==> config.mk <==
export PLATFORM = sky130hd
export DESIGN_NAME = ple_ctrl
export DESIGN_NICKNAME = d
export VERILOG_FILES = /design/src/sv/ple_pkg.sv /design/src/sv/ple_ctrl.sv
export SDC_FILE = /design/constraint.sdc
export NUM_CORES = 1
export LEC_CHECK = 0
export BUFFER_PORTS_ARGS = -buffer_cell sky130_fd_sc_hd__buf_2
export CAP_MARGIN = 10
export CORE_MARGIN = 5
export CORE_UTILIZATION = 54
export DETAILED_ROUTE_END_ITERATION = 10
export PLACE_DENSITY = 0.81
export SYNTH_ARGS = -nofsm -noshare
export SYNTH_HDL_FRONTEND = slang
export SYNTH_SLANG_ARGS = --single-unit
==> constraint.sdc <==
create_clock -name clock -period 4.75 [get_ports clock]
set_input_delay 0.95 -clock clock [delete_from_list [all_inputs] [get_ports clock]]
set_output_delay 0.95 -clock clock [all_outputs]
set_load 0.05 [all_outputs]
==> src/sv/ple_pkg.sv <==
// ----------------------------------------------------------------------------
// ple_pkg
// Request/response beat types and codes shared by the positional list engine.
// ----------------------------------------------------------------------------
`default_nettype none

package ple_pkg;

   localparam logic [1:0] MODE_INSERT  = 2'd0;
   localparam logic [1:0] MODE_READ    = 2'd1;
   localparam logic [1:0] MODE_REMOVE  = 2'd2;
   localparam logic [1:0] MODE_REVERSE = 2'd3;

   localparam logic [1:0] STATUS_OK     = 2'd0;
   localparam logic [1:0] STATUS_BADPOS = 2'd1;
   localparam logic [1:0] STATUS_FULL   = 2'd2;

   typedef struct packed {
      logic [1:0]         mode;
      logic [8:0]         position;
      logic signed [31:0] item_value;
   } ple_req_type;

   typedef struct packed {
      logic signed [31:0] read_value;
      logic [1:0]         status;
      logic [8:0]         element_count;
      logic               is_empty;
   } ple_rsp_type;

endpackage

`default_nettype wire

==> src/sv/ple_ctrl.sv <==
// ----------------------------------------------------------------------------
// ple_ctrl
// Request sequencer: checks the position, then walks the memory one entry per
// cycle with an address pointer (plus a high pointer for reverse) to shift, read or reverse the list.
// ----------------------------------------------------------------------------
`default_nettype none

module ple_ctrl #(
   parameter int CAPACITY = 256,
   parameter int AW       = 8,
   parameter int CW       = 9
) (
   input  wire logic                 clock,
   input  wire logic                 reset,
   input  wire logic                 start,
   input  wire ple_pkg::ple_req_type req,
   output logic                      busy,
   output logic                      mem_we,
   output logic [AW-1:0]             mem_waddr,
   output logic [31:0]               mem_wdata,
   output logic [AW-1:0]             mem_raddr,
   input  wire logic [31:0]          mem_rdata,
   output logic                      fin_valid,
   output ple_pkg::ple_rsp_type      fin_rsp
);

   import ple_pkg::*;

   localparam int EW = ((CW > 9) ? CW : 9) + 1;

   localparam logic [2:0] S_IDLE      = 3'd0;
   localparam logic [2:0] S_INS_SHIFT = 3'd1;
   localparam logic [2:0] S_INS_PUT   = 3'd2;
   localparam logic [2:0] S_RD_WAIT   = 3'd3;
   localparam logic [2:0] S_REM_SHIFT = 3'd4;
   localparam logic [2:0] S_REV_HI    = 3'd5;
   localparam logic [2:0] S_REV_LO    = 3'd6;

   logic [2:0]     state_ff, state_in;
   logic [CW-1:0]  count_ff, count_in;
   logic [AW-1:0]  ptr_ff, ptr_in;
   logic [AW-1:0]  hi_ff, hi_in;
   logic [AW-1:0]  pos_ff, pos_in;
   logic [31:0]    val_ff, val_in;

   logic [EW-1:0]  pos_e;
   logic [EW-1:0]  cnt_e;
   logic [AW-1:0]  idx;
   logic           fin;
   logic [1:0]     fin_status;
   logic [31:0]    fin_value;

   assign pos_e = EW'(req.position);
   assign cnt_e = EW'(count_ff);
   assign idx   = AW'(pos_e - EW'(1));

   always_comb begin
      state_in   = state_ff;
      count_in   = count_ff;
      ptr_in     = ptr_ff;
      hi_in      = hi_ff;
      pos_in     = pos_ff;
      val_in     = val_ff;
      mem_we     = 1'b0;
      mem_waddr  = ptr_ff;
      mem_wdata  = mem_rdata;
      mem_raddr  = '0;
      fin        = 1'b0;
      fin_status = STATUS_OK;
      fin_value  = '0;

      unique case (state_ff)
         S_IDLE: begin
            if (start) begin
               pos_in = idx;
               val_in = req.item_value;
               unique case (req.mode)
                  MODE_INSERT: begin
                     if (pos_e == '0 || pos_e > cnt_e + EW'(1)) begin
                        fin        = 1'b1;
                        fin_status = STATUS_BADPOS;
                     end else if (cnt_e == EW'(CAPACITY)) begin
                        fin        = 1'b1;
                        fin_status = STATUS_FULL;
                     end else if (pos_e - EW'(1) == cnt_e) begin
                        state_in = S_INS_PUT;
                     end else begin
                        mem_raddr = AW'(cnt_e - EW'(1));
                        ptr_in    = AW'(cnt_e);
                        state_in  = S_INS_SHIFT;
                     end
                  end
                  MODE_READ: begin
                     if (pos_e == '0 || pos_e > cnt_e) begin
                        fin        = 1'b1;
                        fin_status = STATUS_BADPOS;
                     end else begin
                        mem_raddr = idx;
                        state_in  = S_RD_WAIT;
                     end
                  end
                  MODE_REMOVE: begin
                     if (pos_e == '0 || pos_e > cnt_e) begin
                        fin        = 1'b1;
                        fin_status = STATUS_BADPOS;
                     end else if (pos_e == cnt_e) begin
                        count_in = count_ff - CW'(1);
                        fin      = 1'b1;
                     end else begin
                        mem_raddr = AW'(pos_e);
                        ptr_in    = idx;
                        state_in  = S_REM_SHIFT;
                     end
                  end
                  MODE_REVERSE: begin
                     if (cnt_e > EW'(1)) begin
                        mem_raddr = '0;
                        ptr_in    = '0;
                        hi_in     = AW'(cnt_e - EW'(1));
                        state_in  = S_REV_HI;
                     end else begin
                        fin = 1'b1;
                     end
                  end
                  default: begin
                     fin = 1'b1;
                  end
               endcase
            end
         end
         S_INS_SHIFT: begin
            mem_we    = 1'b1;
            mem_waddr = ptr_ff;
            if (ptr_ff == pos_ff + AW'(1)) begin
               state_in = S_INS_PUT;
            end else begin
               mem_raddr = AW'({1'b0, ptr_ff} - (AW+1)'(2));
               ptr_in    = ptr_ff - AW'(1);
            end
         end
         S_INS_PUT: begin
            mem_we    = 1'b1;
            mem_waddr = pos_ff;
            mem_wdata = val_ff;
            count_in  = count_ff + CW'(1);
            fin       = 1'b1;
            state_in  = S_IDLE;
         end
         S_RD_WAIT: begin
            fin       = 1'b1;
            fin_value = mem_rdata;
            state_in  = S_IDLE;
         end
         S_REM_SHIFT: begin
            mem_we    = 1'b1;
            mem_waddr = ptr_ff;
            if (CW'(ptr_ff) + CW'(2) == count_ff) begin
               count_in = count_ff - CW'(1);
               fin      = 1'b1;
               state_in = S_IDLE;
            end else begin
               mem_raddr = AW'({1'b0, ptr_ff} + (AW+1)'(2));
               ptr_in    = ptr_ff + AW'(1);
            end
         end
         S_REV_HI: begin
            mem_raddr = hi_ff;
            mem_we    = 1'b1;
            mem_waddr = hi_ff;
            state_in  = S_REV_LO;
         end
         S_REV_LO: begin
            mem_we    = 1'b1;
            mem_waddr = ptr_ff;
            if ({1'b0, ptr_ff} + (AW+1)'(2) < {1'b0, hi_ff}) begin
               mem_raddr = ptr_ff + AW'(1);
               ptr_in    = ptr_ff + AW'(1);
               hi_in     = hi_ff - AW'(1);
               state_in  = S_REV_HI;
            end else begin
               fin      = 1'b1;
               state_in = S_IDLE;
            end
         end
         default: begin
            state_in = S_IDLE;
         end
      endcase
   end

   always_ff @(posedge clock) begin
      if (reset) begin
         state_ff <= S_IDLE;
         count_ff <= '0;
      end else begin
         state_ff <= state_in;
         count_ff <= count_in;
      end
   end

   always_ff @(posedge clock) begin
      ptr_ff <= ptr_in;
      hi_ff  <= hi_in;
      pos_ff <= pos_in;
      val_ff <= val_in;
   end

   assign busy                  = (state_ff != S_IDLE);
   assign fin_valid             = fin;
   assign fin_rsp.read_value    = fin_value;
   assign fin_rsp.status        = fin_status;
   assign fin_rsp.element_count = 9'(count_in);
   assign fin_rsp.is_empty      = (count_in == '0);

endmodule

`default_nettype wire

==> flow_metrics.py, run 1 <==
metrics = {
    "status": {
        "status": "complete, no violations",
    },
    "synthesis": {
        "synth-async-reset-ratio_pct": 0,
        "synth_top_cells_by_count": "nand2_1, edfxtp_1, nor2_1, ha_1, xnor2_1",
        "synth_top_family_by_area": "simple AND/OR/NAND/NOR gates",
        "yosysWarningCount": 0,
        "synth_ff_type": "edfxtp_1",
        "yosysTopAreaCellShare_pct": 25.7,
        "synthAdderAreaFrac_pct": 7.64,
        "yosysTopAreaCell": "edfxtp_1",
        "synth-simple-area-share_pct": 27.9,
        "synth-seq-area-share_pct": 29.3,
        "synth_edf_count": 56,
        "postSynthAreaPerCell_um2": 8.08,
        "synth_top_cells_by_area": "edfxtp_1, nand2_1, ha_1",
        "netlist_area_um2": 6550,
        "synthCells": 810,
        "yosys.area_share.xor_xnor_pct": 10.5,
        "synth_seq_cells": 68,
        "yosys.cell_count.top_type": "nand2_1",
        "ys_types": 80,
        "synthesis.nets": 928,
        "synth_mux_area_share_pct": 0.497,
        "synth_compound_area_share_pct": 18.1,
    },
    "setup_path": {
        "path_class": "flop to primary output",
        "cp-end-kind": "primary output",
        "cp_data_arrival_time_ns": 3.71,
        "crit_fanout": 3,
        "crit_chain": "clkinv_2, or4_4, xnor2_2, ha_1, a211o_1, a211o_1, o211ai_1, nor4b_4, a22oi_1, a21oi_1, a211o_1, buf_2",
        "crit_path_max_incr_delay_ns": 0.54,
        "critPathSlowestCell": "or4_4",
        "required_ns": 3.80,
        "crit_top_cell": "a211o_1",
        "start_kind": "flop",
    },
    "sta": {
        "max-slew-margin-rel_pct": 46.1,
        "fin_crit_sh_pct": 98.0,
        "fin_tns_setup_ns": 0,
        "hold_viol_final": 0,
        "setup_violations": 0,
        "final.setup_skew_ns": 0.00511,
        "drv_slew": 0,
        "tightest_slew_ns": 0.809,
        "period_minus_slack_ns": 4.66,
        "final.setup.worst_slack_ns": 0.0945,
        "fmax_mhz": 215,
    },
    "global_routing": {
        "grt_pass1_vias": 6649,
        "antenna_found_initial": 0,
        "grt_max_degree": 48,
        "grt_use_total_pct": 31.3,
        "grt_pass1_wl_um": 35500,
        "overflow": 0,
    },
    "pwr": {
        "peakVddDrop_uv": 319,
        "switching_share_pct": 49.0,
        "p_int_w": 0.00191,
        "pwr-share-seq_pct": 24.3,
        "p_per_area_nw_per_um2": 458,
        "leakage_nw": 3.78,
        "pwr-share-comb_pct": 57.7,
        "clkPwrFrac_pct": 17.9,
        "switchingPower_w": 0.00183,
    },
    "run": {
        "maxCapViolCount": 0,
    },
    "place": {
        "pre_cts_slack_ns": 0.0783,
        "port_buffers": 172,
        "dp_hpwl_um": 17900,
        "finalWeightedCongestion": 1.04,
    },
    "clock_network": {
        "worstSkewPairLatency_ns": 0.34,
        "clock_path_buffers": 2,
        "cts.hold.buffers_added": 0,
        "htreeDepth": 3,
        "path_clk_slew_ns": 0.06,
        "cts_buffers": 9,
        "clkSinkCount": 68,
        "tritoncts": "built",
        "cts-root-buf": "clkbuf_16",
    },
    "floorplan": {
        "ios": 173,
        "dieArea_um2": 14400,
        "core-area_um2": 12000,
        "die_h_um": 120,
        "rows": 40,
        "start_util_pct": 54.7,
        "fp.dieW_um": 120,
    },
    "detailed_routing": {
        "drc": 0,
        "drt_wl_total_um": 23400,
        "vias": 7102,
        "viasPerCell": 6.19,
        "ant_nets": 0,
        "wl_per_cell_um": 20.4,
        "drt_iter0_drc": 944,
        "drt-pass1-iter-count": 6,
    },
    "min_path": {
        "min_path_type": "flop to flop",
    },
    "layout": {
        "drive_gt1_share_pct": 28.9,
        "final_net_count": 1113,
        "area_delta_synth_final_pct": 24.8,
        "antenna_cells": 0,
    },
}
-- worst max-delay path, delay by kind of cell, from the launching register on --
| family | cells | cell delay, ns |
|---|---|---|
| XOR/XNOR | 1 | 0.16 |
| AND/OR/NAND/NOR | 2 | 0.87 |
| flip-flops | 1 | 0.33 |
| buffers and inverters | 2 | 0.31 |
| adder cells (fa/ha/maj) | 1 | 0.33 |
| AO/OA/AOI/OAI | 6 | 1.35 |
-- power groups by stage --
stage | Clock [W] | Combinational (W) | Sequential, W
global route | 0.000713 | 0.00229 | 0.000922
finish | 0.000671 | 0.00216 | 0.000911
detailed placement | 0 | 0.00206 | 0.000913
floorplan | 0 | 0.00155 | 0.000852
CTS | 0.000677 | 0.00208 | 0.000901
global placement | 0 | 0.00205 | 0.000909
-- flip-flops by register name, indices dropped and copies added (netlist names) --
signal	cells
hi_ff	8
state_ff	3
val_ff	32
count_ff	9
pos_ff	8
ptr_ff	8
-- layer usage --
metal  part of all wire, %  global-route usage, %  wire, um  vias up
met5                     0                      0         0        -
met4                   4.1                   13.0       971        0
met3                    12                   8.39      2730       99
met2                    46                   49.4     10700      450
met1                    39                   40.5      9060     3277
li1                      -                      -         -     3276
-- metrics by stage --
step	cell area, um2	instances	hold WS (ns)	utilization (%)	total power, W
floorplan	6550	810	0.691	-	0.00240
global placement	7710	1124	0.650	64.5	0.00296
detailed placement	7710	1124	0.662	64.5	0.00297
CTS	8040	1141	0.669	67.2	0.00366
global route	8180	1147	0.618	68.3	0.00392
finish	8180	1147	0.600	68.3	0.00374
-- kinds of logic after synthesis --
logic type,after synthesis
buffers and inverters,94
and+or+nand+nor,373
adders and majority gates,40
muxes,3
xor gates and xnor gates,68
DFF,68
AOI/OAI and AO/OA,164
-- final cells by class --
| class | count | area (um2) |
|---|---|---|
| clock inverter | 7 | 76.3 |
| fill | 1011 | 3790 |
| multi-input combinational | 648 | 4290 |
| timing repair buffer | 226 | 1300 |
| sequential | 68 | 1930 |
| clock buffer | 9 | 225 |
| inverter | 42 | 168 |
| tap | 147 | 184 |
-- timing repair --
| item | 4_1_cts | 5_1_grt |
|---|---|---|
| gates resized for setup | 4 | 33 |
| endpoints found under the setup margin | 8 | 11 |
| buffers inserted | 1 | 6 |
| pin swaps | 1 | 5 |
| cloned | 0 | 0 |
-- worst paths after layout --
check | slack (ns) | end | cells after the start | from
worst min-delay path | 0.60 | count_ff[0] | 2 | count_ff[0]
worst max register to register | 0.74 | ptr_ff[3] | 13 | count_ff[5]
worst max-delay path | 0.09 | mem_raddr[7] | 12 | count_ff[5]
worst min register to register | 0.60 | count_ff[0] | 2 | count_ff[0]
-- layout by cell type (no fill, tap or decap), drive strengths merged, types with 4 or more instances in the layout --
cell / netlist / final
o21ai: 22 / 22
nor2b: 8 / 8
a22oi: 12 / 12
o211ai: 9 / 9
dfxtp: 12 / 12
buf: 22 / 225
and3: 13 / 13
ha: 40 / 40
nor2: 54 / 54
edfxtp: 56 / 56
xnor2: 42 / 42
a221oi: 8 / 8
o221ai: 7 / 7
clkinv: 5 / 6
clkbuf: 30 / 10
nand3: 26 / 26
nor3: 27 / 27
xor2: 21 / 21
a221o: 6 / 6
inv: 37 / 38
or2: 4 / 4
a31oi: 10 / 10
a211oi: 11 / 11
and2: 34 / 34
o22ai: 9 / 9
clkinvlp: 0 / 4
nand4: 6 / 6
nand2: 160 / 160
xnor3: 5 / 5
a21oi: 32 / 32
nor3b: 5 / 5
or3: 8 / 8
nor4: 8 / 8
a211o: 6 / 6
a21o: 5 / 5
nor4b: 4 / 4
No activity file was read; power rests on OpenSTA's default activity.
==> run 2, diff against run 1 <==
- RECOVER_POWER: not set -> 100
==> run 2 against run 1 <==
  * Clock power hardly changed
  * Via count up 0.20%
  * Power decreased by 0.65%
  * Die area is the same
  * Design area down 1.7%
  * Register-to-register slack hardly changed
  * Utilization fell by 1.1 points
  * Critical path depth did not move
  * Clock-buffer cell count stayed put
  * Non-clock buffer count is the same
  * Critical path type unchanged
==> flow_metrics.py, run 2 (same netlist as run 1, synthesis figures left out) <==
metrics = {
    "detailed_routing": {
        "drt-pass1-iter-count": 6,
        "wl_per_cell_um": 20.5,
        "drc": 0,
        "viasPerCell": 6.20,
        "ant_nets": 0,
        "drt_wl_total_um": 23500,
        "vias": 7116,
        "drt_iter0_drc": 902,
    },
    "floorplan": {
        "core-area_um2": 12000,
        "dieArea_um2": 14400,
        "rows": 40,
        "ios": 173,
        "start_util_pct": 54.7,
        "fp.dieW_um": 120,
        "die_h_um": 120,
    },
    "pwr": {
        "p_per_area_nw_per_um2": 463,
        "peakVddDrop_uv": 319,
        "leakage_nw": 3.48,
    },
    "clock_network": {
        "tritoncts": "built",
        "cts.hold.buffers_added": 0,
        "path_clk_slew_ns": 0.06,
        "cts_buffers": 9,
        "worstSkewPairLatency_ns": 0.34,
        "cts-root-buf": "clkbuf_16",
        "clock_path_buffers": 2,
        "htreeDepth": 3,
        "clkSinkCount": 68,
    },
    "setup_path": {
        "rrSetupSlack_ns": 0.73,
        "cp_top_family": "compound AO/OA/AOI/OAI gates",
        "r2r-end": "ptr_ff[3]",
        "timing.rr.start": "count_ff[5]",
        "crit_buf_inv": 2,
        "required_ns": 3.80,
        "crit_chain": "clkinv_2, or4_4, xnor2_2, ha_1, a211o_1, a211o_1, o211ai_1, nor4b_4, a22oi_1, a21oi_1, a211o_1, clkbuf_2",
        "crit_fanout": 3,
        "critPathSlowestCell": "or4_4",
        "crit_top_cell": "a211o_1",
        "reg2reg_depth": 13,
        "cp-end-kind": "primary output",
        "cp_data_arrival_time_ns": 3.72,
        "path_class": "flop to primary output",
        "crit_path_max_incr_delay_ns": 0.54,
        "start_kind": "flop",
    },
    "run": {
        "maxCapViolCount": 0,
    },
    "layout": {
        "nFillCells": 1068,
        "antenna_cells": 0,
        "top_regs": "val_ff (32), count_ff (9)",
        "post_layout_nonfiller_instances": 1147,
        "regMostFlops": "val_ff",
        "area_delta_synth_final_pct": 22.8,
        "final_net_count": 1113,
        "design_area_um2": 8040,
        "final_cell_mix": "nand2_1, clkbuf_1, buf_2, edfxtp_1, nor2_1",
        "layout_commonest_cell": "nand2_1",
        "drive_gt1_share_pct": 20.5,
        "largest_reg_flops": 32,
    },
    "place": {
        "port_buffers": 172,
        "dp_cells": 1124,
        "place_area_um2": 7710,
        "dp_hpwl_um": 17900,
        "pre_cts_slack_ns": 0.0783,
        "finalWeightedCongestion": 1.04,
    },
    "min_path": {
        "holdPathEnd": "count_ff[0]",
        "worstHoldStart": "count_ff[0]",
        "min_path_type": "flop to flop",
        "hold_depth": 2,
    },
    "global_routing": {
        "grt_max_degree": 48,
        "overflow": 0,
        "antenna_found_initial": 0,
        "grt_use_total_pct": 31.3,
        "grt_pass1_vias": 6649,
        "grt_pass1_wl_um": 35500,
    },
    "sta": {
        "fin_crit_sh_pct": 98.3,
        "final.setup_skew_ns": 0.00413,
        "final.setup.worst_slack_ns": 0.0824,
        "setup_violations": 0,
        "period_minus_slack_ns": 4.67,
        "drv_slew": 0,
        "max-slew-margin-rel_pct": 41.4,
        "hold_viol_final": 0,
        "tightest_slew_ns": 0.880,
        "fmax_mhz": 214,
    },
    "status": {
        "status": "complete, no violations",
    },
}
[run 2: layer usage]
| metal | GRT usage (%) | share of wire (%) | vias up |
|---|---|---|---|
| met3 | 8.39 | 12 | 108 |
| met2 | 49.4 | 45 | 467 |
| li1 | - | - | 3272 |
| met5 | 0 | 0 | - |
| met4 | 13.0 | 4.4 | 0 |
| met1 | 40.5 | 39 | 3269 |
[run 2: layout make-up]
type                    count  area (um2)  area share [%]
multi-input cells         648        4270            53.1
clock buffers               9         225            2.80
inverters                  42         168            2.09
clock inverters             7        76.3           0.949
well taps                 147         184            2.29
flip-flops and latches     68        1930            24.0
repair buffers            226        1180            14.7
[run 2: worst max-delay path by stage]
stage / depth (start not counted) / start / endpoint
after CTS: 12 / count_ff[0] / mem_raddr[3]
after floorplan: 11 / req[32] / fin_rsp[0]
after global routing: 13 / count_ff[0] / mem_raddr[3]
after global placement: 12 / req[32] / mem_raddr[3]
final: 12 / count_ff[5] / mem_raddr[7]
after detailed placement: 12 / req[32] / mem_raddr[3]
[run 2: per-stage QoR]
step	power (W)	util, %	TNS, ns	hold slack (ns)
finish	0.00372	67.2	0	0.605
global route	0.00390	67.2	-0.0246	0.618
CTS	0.00366	67.2	0	0.669
detailed placement	0.00297	64.5	0	0.662
global placement	0.00296	64.5	0	0.650
floorplan	0.00240	-	0	0.691
[run 2: worst reg2reg max path, stage by stage, from the launching register on]
cell	delay [ns]
dfxtp_2	0.33
clkinv_2	0.05
or4_4	0.54
xnor2_2	0.16
ha_1	0.33
a211o_1	0.29
a211o_1	0.27
o211ai_1	0.27
buf_4	0.16
clkbuf_4	0.12
a31oi_1	0.08
nor3b_1	0.29
a21oi_1	0.12
nor2_1	0.63
[run 2: what timing repair did]
action	4_1_cts	5_1_grt
setup buffers	1	6
gates cloned	0	0
gates resized for setup	4	33
pin swaps	1	5
endpoints found under the setup margin	8	11
[run 2: report_power, final]
group | internal, W | switching [W]
combinational | 0.000672 | 0.00147
sequential | 0.000803 | 0.000107
clock | 0.000408 | 0.000260
total | 0.00188 | 0.00184
